`src/vsag_pkg.sv`:
```
`timescale 1ns / 1ps

package vsag_pkg;

	// field widths
	localparam int unsigned HPosW    = 9;
	localparam int unsigned VPosW    = 8;
	localparam int unsigned AddrW    = 16;
	localparam int unsigned CfgIdxW  = 3;
	localparam int unsigned CfgDataW = 10;

	// bitmap wrap limits
	localparam logic [10:0] BmpWidth  = 11'd320;
	localparam logic [8:0]  BmpHeight = 9'd204;

	// fixed address offsets
	localparam logic [15:0] BmpWideBase  = 16'h1a00;
	localparam logic [15:0] Win32Base    = 16'h0200;
	localparam logic [15:0] Win40TextOff = 16'h0400;
	localparam logic [15:0] Win40GfxOff  = 16'h2000;
	localparam logic [15:0] Win32PageBit = 16'h8000;

	// display mode codes
	localparam logic [1:0] MODE_WIN32 = 2'd0;
	localparam logic [1:0] MODE_WIN40 = 2'd1;
	localparam logic [1:0] MODE_EXT   = 2'd2;

	// register indexes
	typedef enum logic [CfgIdxW-1:0] {
		REG_DISPLAY_MODE  = 3'd0,
		REG_CHAR_MODE     = 3'd1,
		REG_GRAPH_MODE    = 3'd2,
		REG_CHAR_WIDTH_40 = 3'd3,
		REG_ROLL_X        = 3'd4,
		REG_ROLL_Y        = 3'd5,
		REG_TEXT_PAGE     = 3'd6,
		REG_ATTR_PAGE     = 3'd7
	} cfg_index_t;

	typedef struct packed {
		logic [1:0] display_mode;
		logic       char_mode;
		logic       graph_mode;
		logic       char_width_40;
		logic [9:0] roll_x;
		logic [7:0] roll_y;
		logic [3:0] text_page;
		logic [1:0] attr_page;
	} cfg_t;

endpackage

```
`src/vsag_cfg_regs.sv`:
```
`timescale 1ns / 1ps

module vsag_cfg_regs (
	input  logic                           clk,
	input  logic                           arst_n,
	input  logic                           cfg_wr_en,
	input  logic [vsag_pkg::CfgIdxW-1:0]   cfg_index,
	input  logic [vsag_pkg::CfgDataW-1:0]  cfg_data,
	output vsag_pkg::cfg_t                 cfg
);
	import vsag_pkg::*;

	cfg_t cfg_q;

	always_ff @(posedge clk or negedge arst_n) begin
		if (!arst_n) begin
			cfg_q <= '{display_mode: MODE_EXT, default: '0};
		end else if (cfg_wr_en) begin
			unique case (cfg_index_t'(cfg_index))
				REG_DISPLAY_MODE:  cfg_q.display_mode  <= cfg_data[1:0];
				REG_CHAR_MODE:     cfg_q.char_mode     <= cfg_data[0];
				REG_GRAPH_MODE:    cfg_q.graph_mode    <= cfg_data[0];
				REG_CHAR_WIDTH_40: cfg_q.char_width_40 <= cfg_data[0];
				REG_ROLL_X:        cfg_q.roll_x        <= cfg_data[9:0];
				REG_ROLL_Y:        cfg_q.roll_y        <= cfg_data[7:0];
				REG_TEXT_PAGE:     cfg_q.text_page     <= cfg_data[3:0];
				REG_ATTR_PAGE:     cfg_q.attr_page     <= cfg_data[1:0];
				default: ;
			endcase
		end
	end

	assign cfg = cfg_q;

endmodule

```
`src/vsag_addr_calc.sv`:
```
`timescale 1ns / 1ps

module vsag_addr_calc (
	input  vsag_pkg::cfg_t                cfg,
	input  logic [vsag_pkg::HPosW-1:0]    h_pos,
	input  logic [vsag_pkg::VPosW-1:0]    v_pos,
	output logic [vsag_pkg::AddrW-1:0]    mem_addr
);
	import vsag_pkg::*;

	logic [9:0]  roll_x_m;
	logic [10:0] x_sum;
	logic [10:0] x_sub;
	logic [8:0]  x_wrap;
	logic [8:0]  y_sum;
	logic [8:0]  y_sub;
	logic [7:0]  y_wrap;
	logic [7:0]  y_perm;
	logic [15:0] bmp_addr;
	logic [15:0] v_x80;
	logic [15:0] v_x40;
	logic [15:0] v_x32;
	logic [15:0] h_ext;
	logic [15:0] legacy_raw;
	logic [15:0] base;
	logic [15:0] off;

	// bitmap coordinates, scrolled and wrapped (sum stays below five widths)
	assign roll_x_m = cfg.graph_mode ? cfg.roll_x : {cfg.roll_x[9:2], 2'b00};
	assign x_sum    = {2'b00, h_pos} + {1'b0, roll_x_m};

	always_comb begin
		if (x_sum >= 4 * BmpWidth)      x_sub = 11'(x_sum - 4 * BmpWidth);
		else if (x_sum >= 3 * BmpWidth) x_sub = 11'(x_sum - 3 * BmpWidth);
		else if (x_sum >= 2 * BmpWidth) x_sub = 11'(x_sum - 2 * BmpWidth);
		else if (x_sum >= BmpWidth)     x_sub = x_sum - BmpWidth;
		else                            x_sub = x_sum;
	end
	assign x_wrap = x_sub[8:0];

	assign y_sum = {1'b0, v_pos} + {1'b0, cfg.roll_y};
	always_comb begin
		if (y_sum >= 2 * BmpHeight)  y_sub = 9'(y_sum - 2 * BmpHeight);
		else if (y_sum >= BmpHeight) y_sub = y_sum - BmpHeight;
		else                         y_sub = y_sum;
	end
	assign y_wrap = y_sub[7:0];

	// narrow region rotates vertical bits 1..3: bit 1 moves up to bit 3, bits 3:2 drop to 2:1
	assign y_perm = {y_wrap[7:4], y_wrap[1], y_wrap[3:2], y_wrap[0]};

	always_comb begin
		if (!x_wrap[8]) begin
			bmp_addr = {1'b0, y_wrap[7:1], x_wrap[7:2], y_wrap[0], x_wrap[1]} + BmpWideBase;
		end else begin
			bmp_addr = {3'b000, y_perm[7:1], x_wrap[5:2], y_wrap[0], x_wrap[1]};
		end
	end

	// row strides as shift-and-add
	assign v_x32 = {3'b000, v_pos, 5'b00000};
	assign v_x40 = v_x32 + {5'b00000, v_pos, 3'b000};
	assign v_x80 = {v_x40[14:0], 1'b0};
	assign h_ext = {7'b0000000, h_pos};

	// legacy page bits from the attribute page register
	assign legacy_raw = {1'b0, ~cfg.attr_page[1], cfg.attr_page[0], 13'b0};

	always_comb begin
		if (cfg.display_mode[1]) begin
			base = {cfg.text_page[3], cfg.text_page[2:0] & {3{cfg.char_mode}}, 12'b0};
			if (cfg.char_mode) begin
				off = (cfg.char_width_40 ? v_x80 : {v_x80[14:0], 1'b0}) + h_ext;
			end else begin
				off = bmp_addr;
			end
		end else if (cfg.display_mode == MODE_WIN32) begin
			base = (legacy_raw | Win32PageBit) + Win32Base;
			off  = v_x32 + h_ext;
		end else begin
			base = {legacy_raw[14:0], 1'b0} + (cfg.char_mode ? Win40TextOff : Win40GfxOff);
			off  = v_x40 + h_ext;
		end
	end

	assign mem_addr = base + off;

endmodule

```
`src/vram_scan_address_generator.sv`:
```
`timescale 1ns / 1ps

// scan-side video ram address generator: each input word carries a scan
// position (h_pos, v_pos) and yields one 16-bit video ram byte address.
// the block takes one word per cycle while in_stall is low, and each word
// passes first through the input register, then through the result
// register; the address math between them is a handful of constant
// compares, shift-and-add strides and one 16-bit add. in_stall rises only
// while both registers hold words and out_stall is high. configuration is
// a plain write port (cfg_index picks the register, cfg_data carries the
// value) and must only be written while no word is in flight; the page
// offset follows the window mode in force when the address is formed.

module vram_scan_address_generator (
	input  logic                           clk,
	input  logic                           arst_n,
	// configuration write port
	input  logic                           cfg_wr_en,
	input  logic [vsag_pkg::CfgIdxW-1:0]   cfg_index,
	input  logic [vsag_pkg::CfgDataW-1:0]  cfg_data,
	// scan position input
	input  logic                           in_valid,
	output logic                           in_stall,
	input  logic [vsag_pkg::HPosW-1:0]     h_pos,
	input  logic [vsag_pkg::VPosW-1:0]     v_pos,
	// address output
	output logic                           out_valid,
	input  logic                           out_stall,
	output logic [vsag_pkg::AddrW-1:0]     mem_addr
);
	import vsag_pkg::*;

	cfg_t               cfg;
	logic               valid_s1;
	logic [HPosW-1:0]   h_pos_s1;
	logic [VPosW-1:0]   v_pos_s1;
	logic               valid_s2;
	logic [AddrW-1:0]   addr_s2;
	logic [AddrW-1:0]   addr_next;
	logic               load_s2;
	logic               load_s1;

	vsag_cfg_regs u_cfg (
		.clk       (clk),
		.arst_n    (arst_n),
		.cfg_wr_en (cfg_wr_en),
		.cfg_index (cfg_index),
		.cfg_data  (cfg_data),
		.cfg       (cfg)
	);

	// result register frees up when empty or being taken
	assign load_s2  = !valid_s2 || !out_stall;
	// input register moves when empty or when its word goes forward
	assign load_s1  = !valid_s1 || load_s2;
	assign in_stall = !load_s1;

	// input register
	always_ff @(posedge clk or negedge arst_n) begin
		if (!arst_n) begin
			valid_s1 <= 1'b0;
		end else if (load_s1) begin
			valid_s1 <= in_valid;
		end
	end

	always_ff @(posedge clk) begin
		if (load_s1 && in_valid) begin
			h_pos_s1 <= h_pos;
			v_pos_s1 <= v_pos;
		end
	end

	// address math on the registered position
	vsag_addr_calc u_calc (
		.cfg      (cfg),
		.h_pos    (h_pos_s1),
		.v_pos    (v_pos_s1),
		.mem_addr (addr_next)
	);

	// result register
	always_ff @(posedge clk or negedge arst_n) begin
		if (!arst_n) begin
			valid_s2 <= 1'b0;
		end else if (load_s2) begin
			valid_s2 <= valid_s1;
		end
	end

	always_ff @(posedge clk) begin
		if (load_s2 && valid_s1) begin
			addr_s2 <= addr_next;
		end
	end

	assign out_valid = valid_s2;
	assign mem_addr  = addr_s2;

endmodule

```
`config.mk`:
```
export PLATFORM = sky130hd
export DESIGN_NAME = vram_scan_address_generator
export DESIGN_NICKNAME = d
export VERILOG_FILES = /design/src/vsag_pkg.sv /design/src/vsag_cfg_regs.sv /design/src/vsag_addr_calc.sv /design/src/vram_scan_address_generator.sv
export SDC_FILE = /design/constraint.sdc
export NUM_CORES = 1
export LEC_CHECK = 0
export CORE_MARGIN = 2
export CORE_UTILIZATION = 52
export DETAILED_ROUTE_END_ITERATION = 10
export DONT_BUFFER_PORTS = 1
export PLACE_DENSITY_LB_ADDON = 0.3
export SLEW_MARGIN = 20
export SYNTH_ARGS = -nofsm -noshare
export SYNTH_HDL_FRONTEND = slang
export SYNTH_HIERARCHICAL = 1
export SYNTH_SLANG_ARGS = --single-unit
```
`constraint.sdc`:
```
create_clock -name clk -period 15.72 [get_ports clk]
set_clock_uncertainty 0.1 [all_clocks]
set_input_delay 1.572 -clock clk [delete_from_list [all_inputs] [get_ports clk]]
set_output_delay 1.572 -clock clk [all_outputs]
set_load 0.05 [all_outputs]
```
Word level (Yosys, flattened, before mapping). Index checks and enable logic that the tools add are counted.

Add/subtract/negate cells: 16. $mul: 0. Divide/modulo/power cells: 0. Order comparisons: 6. Equal/unequal tests: 7. Shifts and indexed selects: 0. Muxes and demuxes: 15. Bitwise operators: 2. Reductions and logical operators: 18.

Operators by type and width (count): 16-bit 2-to-1 mux (7); 9-bit 2-to-1 mux (4); 16-bit adder (2); 16-bit by 9-bit adder with 16-bit output (2); 9-bit subtractor, second input constant (3); 11-bit by 10-bit >= comparator with 1-bit output, second input constant (2); 15-bit by 13-bit adder with 16-bit output, second input constant (1); 16-bit by 10-bit adder with 16-bit output, second input constant (1); 8-bit 2-to-1 mux (2); 2-bit AND reduction (8); 8-bit subtractor, second input constant (2); 13-bit by 11-bit adder with 14-bit output (1); 13-bit by 9-bit adder with 14-bit output (1); 14-bit 2-to-1 mux (1); 3-bit equality test, second input constant (4); 9-bit by 10-bit adder with 11-bit output (1); 11-bit >= comparator, second input constant (1); 11-bit by 9-bit >= comparator with 1-bit output, second input constant (1); 8-bit by 8-bit adder with 9-bit output (1); 9-bit by 8-bit >= comparator with 1-bit output, second input constant (1); 9-bit >= comparator, second input constant (1); 9-bit by 8-bit subtractor with 9-bit output, second input constant (1); 3-bit by 2-bit equality test with 1-bit output, second input constant (2); 1-bit zero test (4); other kinds (8) (10).

Register bits after elaboration: 64. Latch bits: 0. Bits in writable memories: 0. Memory bits (read-only): 0. Bits of input ports: 35. Output and inout port bits: 18. Word-level logic and storage cells: 77. Memories: 0.

Depth between registers and ports, before layout.
Word-level depth: 12. Depth in mapped cells: 26. Depth with buffers taken out: 25.

Cells and area by module. The synthesis kept the hierarchy.

By module, submodules not included: vsag_addr_calc (times used 1, cells an instance 500, area an instance 3552.2 µm², seq. area each 0.0 µm²); vsag_cfg_regs (times used 1, cells an instance 67, area an instance 1146.1 µm², seq. area each 726.9 µm²); vram_scan_address_generator (times used 1, cells an instance 41, area an instance 1083.5 µm², seq. area each 1041.0 µm²).

Least setup slack after synthesis. Ideal clock, no wire load.

Kind: flip-flop to flip-flop. From: register u_cfg.cfg_q (netlist bit u_cfg/cfg[25]). To: register addr_s2[15] (netlist: mem_addr[15]) (data pin). Setup time: 265 ps. Data arrival time: 4765 ps. Data required time: 15355 ps. Setup slack: 10590 ps. Cell stages (with the launch flop): 27. Path buffers: 1. Period minus slack after synthesis: 5130 ps. Path through: dfrtp_1 and2_1 ha_1 a21o_1 and4_1 o21ai_0 nand2b_1 a21oi_1 xor2_1 inv_1 ha_1 nand2_1 o21ai_0 a41o_1 o31a_1 and2_1 clkbuf_1 nand2_1 a311oi_1 a21oi_1 ha_1 inv_1 fa_1 inv_1 and4_1 a211oi_1 xnor2_1.

Longest elaborated chain between the ends: 12. Elaborated cells between the ends (all ways): 19. Classes of those cells: add/sub: 7; order compare: 4; mux: 8.

Ends and longest elaborated chain: from (decl) (line vsag_cfg_regs.sv:13) `cfg_t cfg_q;`; 2-bit 2-to-1 mux * (line vsag_addr_calc.sv:29) `assign roll_x_m = cfg.graph_mode ? cfg.roll_x : {cfg.roll_x[9:2], 2'b00};`; 9-bit by 10-bit adder with 11-bit output * (line vsag_addr_calc.sv:30) `assign x_sum = {2'b00, h_pos} + {1'b0, roll_x_m};`; 9-bit subtractor / 11-bit by 9-bit >= comparator with 1-bit output (equally long branches) (line vsag_addr_calc.sv:36) `else if (x_sum >= BmpWidth) x_sub = x_sum - BmpWidth;`; 9-bit 2-to-1 mux (line vsag_addr_calc.sv:36); 9-bit 2-to-1 mux (line vsag_addr_calc.sv:35) `else if (x_sum >= 2 * BmpWidth) x_sub = 11'(x_sum - 2 * BmpWidth);`; 9-bit 2-to-1 mux (line vsag_addr_calc.sv:34) `else if (x_sum >= 3 * BmpWidth) x_sub = 11'(x_sum - 3 * BmpWidth);`; 9-bit 2-to-1 mux * (line vsag_addr_calc.sv:33) `if (x_sum >= 4 * BmpWidth) x_sub = 11'(x_sum - 4 * BmpWidth);`; 15-bit by 13-bit adder with 16-bit output (line vsag_addr_calc.sv:54) `bmp_addr = {1'b0, y_wrap[7:1], x_wrap[7:2], y_wrap[0], x_wrap[1]} + BmpWideBase;`; 16-bit 2-to-1 mux * (line vsag_addr_calc.sv:53) `if (!x_wrap[8]) begin`; 16-bit 2-to-1 mux * (line vsag_addr_calc.sv:72) `if (cfg.char_mode) begin`; 16-bit 2-to-1 mux * (line vsag_addr_calc.sv:70) `if (cfg.display_mode[1]) begin`; 16-bit adder * (line vsag_addr_calc.sv:86) `assign mem_addr = base + off;`; named net addr_next[15] (line vram_scan_address_generator.sv:39) `logic [AddrW-1:0] addr_next;`; to (signal assigned) (line vram_scan_address_generator.sv:93) `addr_s2 <= addr_next;`; to (decl) (line vram_scan_address_generator.sv:38) `logic [AddrW-1:0] addr_s2;`.

The timed path passes the listed nets; every way through them passes the cells marked *. A chain may end at the register's enable or synchronous reset.

Worst setup path after layout.
From: register v_pos_s1[0]. To: register addr_s2[15] (netlist: mem_addr[15]) (data pin).

Longest elaborated chain between the ends: 9. Elaborated cells between the ends (all ways): 18. Classes of those cells: add/sub: 9; order compare: 2; mux: 7.

Ends and longest elaborated chain: from (decl) (line vram_scan_address_generator.sv:36) `logic [VPosW-1:0] v_pos_s1;`; from (signal assigned) (line vram_scan_address_generator.sv:70) `v_pos_s1 <= v_pos;`; 8-bit by 8-bit adder with 9-bit output (line vsag_addr_calc.sv:41) `assign y_sum = {1'b0, v_pos} + {1'b0, cfg.roll_y};`; 8-bit subtractor / 9-bit by 8-bit >= comparator with 1-bit output (equally long branches) (line vsag_addr_calc.sv:44) `else if (y_sum >= BmpHeight) y_sub = y_sum - BmpHeight;`; 8-bit 2-to-1 mux (line vsag_addr_calc.sv:44); 8-bit 2-to-1 mux (line vsag_addr_calc.sv:43) `if (y_sum >= 2 * BmpHeight) y_sub = 9'(y_sum - 2 * BmpHeight);`; 15-bit by 13-bit adder with 16-bit output (line vsag_addr_calc.sv:54); 16-bit 2-to-1 mux (line vsag_addr_calc.sv:53); 16-bit 2-to-1 mux (line vsag_addr_calc.sv:72); 16-bit 2-to-1 mux * (line vsag_addr_calc.sv:70); 16-bit adder * (line vsag_addr_calc.sv:86); named net addr_next[15] (line vram_scan_address_generator.sv:39).

Marks and branches as above.

==> results.json <==
{
  "status": "complete, no violations",
  "synthTopCellsByCount": "ha_1, a21oi_1, nor2_1",
  "ys_types": 78,
  "synthArstFlopShare_pct": 48.4,
  "cts_hold_buf": 0,
  "drv_cap": 0,
  "clock.fmax_mhz": 173,
  "r2r_slack_ps": 9930,
  "pin_count": 53,
  "clockBufferDepth": 2,
  "synthCells": 608,
  "power_density_mw_per_mm2": 171,
  "vias": 4895,
  "die_area_mm2": 0.0120,
  "io_buffers": 0,
  "syn_nets": 705,
  "grt_setup_unrepaired": "no",
  "ant_nets": 0,
  "drive_gt1_share_pct": 11.4,
  "fin_tns_setup_ps": 0,
  "cts_root_buf": "clkbuf_8",
  "start_util_pct": 53.3,
  "grt_pass1_vias": 4729,
  "p_leak_nw": 2.53,
  "finalPower_mw": 1.05,
  "wl_met2_mm": 7.22,
  "clkTransAtPathRegs_ps": 70,
  "utilization_pct": 56.6,
  "crit_required_ps": 15700,
  "grt_max_degree": 32,
  "ys.flop_type": "edfxtp_1",
  "area_growth_pct": 6.19,
  "place_inst": 736,
  "wl_met3_um": 910,
  "arrival_ps": 5770,
  "diodes": 0,
  "cts_resized": 0,
  "maxSlewHeadroom_pct": 34.6,
  "crit_type": "reg2reg",
  "avgSynthCellArea_um2": 9.51,
  "cts_setup_buffers": 0,
  "die_y_um": 109,
  "cp-start-kind": "register",
  "num_rows": 38,
  "instances_no_fill": 752,
  "synth.most_common_cell": "ha_1",
  "cts_made_buffers": 9,
  "timing.final.crit_share_pct": 36.8,
  "hp-start": "u_cfg/cfg[15]",
  "ir_drop_mv": 0.0991,
  "hold_class": "reg2reg",
  "pre_cts_slack_ps": 10030,
  "grt_antenna_before_repair": 0,
  "gp_congestion": 0.967,
  "wl_met1_mm": 6.56,
  "ff2ff_path_depth": 19,
  "setup_violations": 0,
  "clk_latency_ps": 350,
  "dr.first_iter.drc_count": 329,
  "synth_top_area_share_pct": 17.1,
  "cp_max_fo": 7,
  "tritoncts": "done",
  "min_period_ps": 5790,
  "nNetsFinal": 704,
  "regToRegEndpoint": "mem_addr[15]",
  "htreeDepth": 3,
  "wl_per_cell_um": 20.1,
  "yosysTopAreaCell": "edfxtp_1",
  "syn-cell-area_mm2": 0.00578,
  "grt.overflow.total": 0,
  "maxSlewViolCount": 0,
  "vias_per_cell": 6.51,
  "post-route-drc-count": 0,
  "place_hpwl_mm": 11.9,
  "dieWidth_um": 109,
  "synth_seq_cells": 64,
  "startpoint": "v_pos_s1[0]",
  "core_area_mm2": 0.0108,
  "synth.yosys.seq_area_share_pct": 30.6,
  "hold_depth": 1,
  "drt_first_pass_iters": 5,
  "holdPathEnd": "u_cfg/cfg[15]",
  "final.setup.worst_slack_ps": 9930,
  "cts.sinks": 64,
  "top_layer_used": "met4",
  "tightest_slew_ps": 975,
  "synth_edf_count": 33,
  "crit-reg2reg-launch": "v_pos_s1[0]",
  "ys_top_cells_by_area": "edfxtp_1, dfrtp_1, ha_1",
  "ys_warn_count": 6,
  "grt.total_usage_pct": 26.4,
  "totalWireLength_mm": 15.1,
  "hold_viol_final": 0,
  "endpoint_kind": "register",
  "grt_pass1_wl_mm": 24.3
}
worst max-delay path: stages, from the launching register on:
cell,delay [ps]
edfxtp_1,490
ha_1,300
fa_1,440
nand3_1,130
and3_1,170
or2_0,300
inv_1,160
ha_1,260
nor4_1,490
o32ai_1,210
o41ai_2,670
a21boi_0,350
xnor2_1,100
mux2_2,260
nand2_1,70
a31oi_1,90
ha_1,380
and4_1,200
a211oi_1,270
xnor2_1,90
flip-flops by register name, indices dropped and copies added, names as in the netlist:
signal and flops:
mem_addr 16, v_pos_s1 8, out_valid 1, h_pos_s1 9, u_cfg/cfg 29, valid_s1 1
power by group:
| part | switching [mW] | internal, mW |
|---|---|---|
| logic | 0.349 | 0.239 |
| registers | 0.0800 | 0.223 |
| clock network | 0.0713 | 0.0848 |
| total | 0.500 | 0.547 |
area by class of cell:
type	count	area, um^2
timing repair buffer	2	15.0
fill	959	4700
tap	140	175
sequential	64	1770
inverter	34	128
clock buffer	10	149
clock inverter	6	72.6
multi-input combinational	496	3830
worst max path at each step:
stage	end	slack, ps
global placement	mem_addr[15]	10180
detailed placement	mem_addr[15]	10030
floorplan	mem_addr[15]	10590
CTS	mem_addr[15]	9990
finish	mem_addr[15]	9930
global route	mem_addr[15]	9440
metrics by stage:
stage | instance area, um^2 | hold WS (ps)
final | 6140 | 404
after global routing | 6140 | 430
after CTS | 6140 | 405
after detailed placement | 5920 | 386
after global placement | 5920 | 381
after floorplan | 5780 | 367
logic make-up (layout without fill, tap and decap cells):
logic type	Yosys count	count (layout)	synth area share [%]
AOI/OAI and AO/OA	188	188	22.5
xor gates and xnor gates	39	39	6.04
adders and majority gates	62	62	14.3
buffers and inverters	48	52	3.20
DFF	64	64	30.6
muxes	43	43	8.18
and+or+nand+nor	164	164	15.2
per-layer routing:
layer  vias to the layer above  GRT usage (%)
li1                       2317              -
met5                         -              0
met2                       188           45.0
met4                         0           8.59
met3                        31           5.04
met1                      2359           33.6
layout by cell type (no fill, tap or decap), types with 4 or more instances in the layout:
cell type	count
edfxtp_1	33
inv_1	33
or3_1	5
o211ai_1	14
nand4b_1	5
nor2_1	36
nor3_1	11
nand2_1	35
o211a_1	6
a21oi_1	49
dfrtp_1	30
ha_1	55
and3_1	7
and2_1	9
o21ai_0	33
o21a_1	5
fa_1	7
nand3_1	17
mux2_2	34
clkbuf_8	9
or2_2	4
nand2b_1	5
a211oi_1	11
a21o_1	11
a31oi_1	7
xor2_1	10
mux2i_1	9
xnor2_1	28
a211o_1	5
nor2b_1	8
Note: power is estimated with default switching activity, not from simulation.
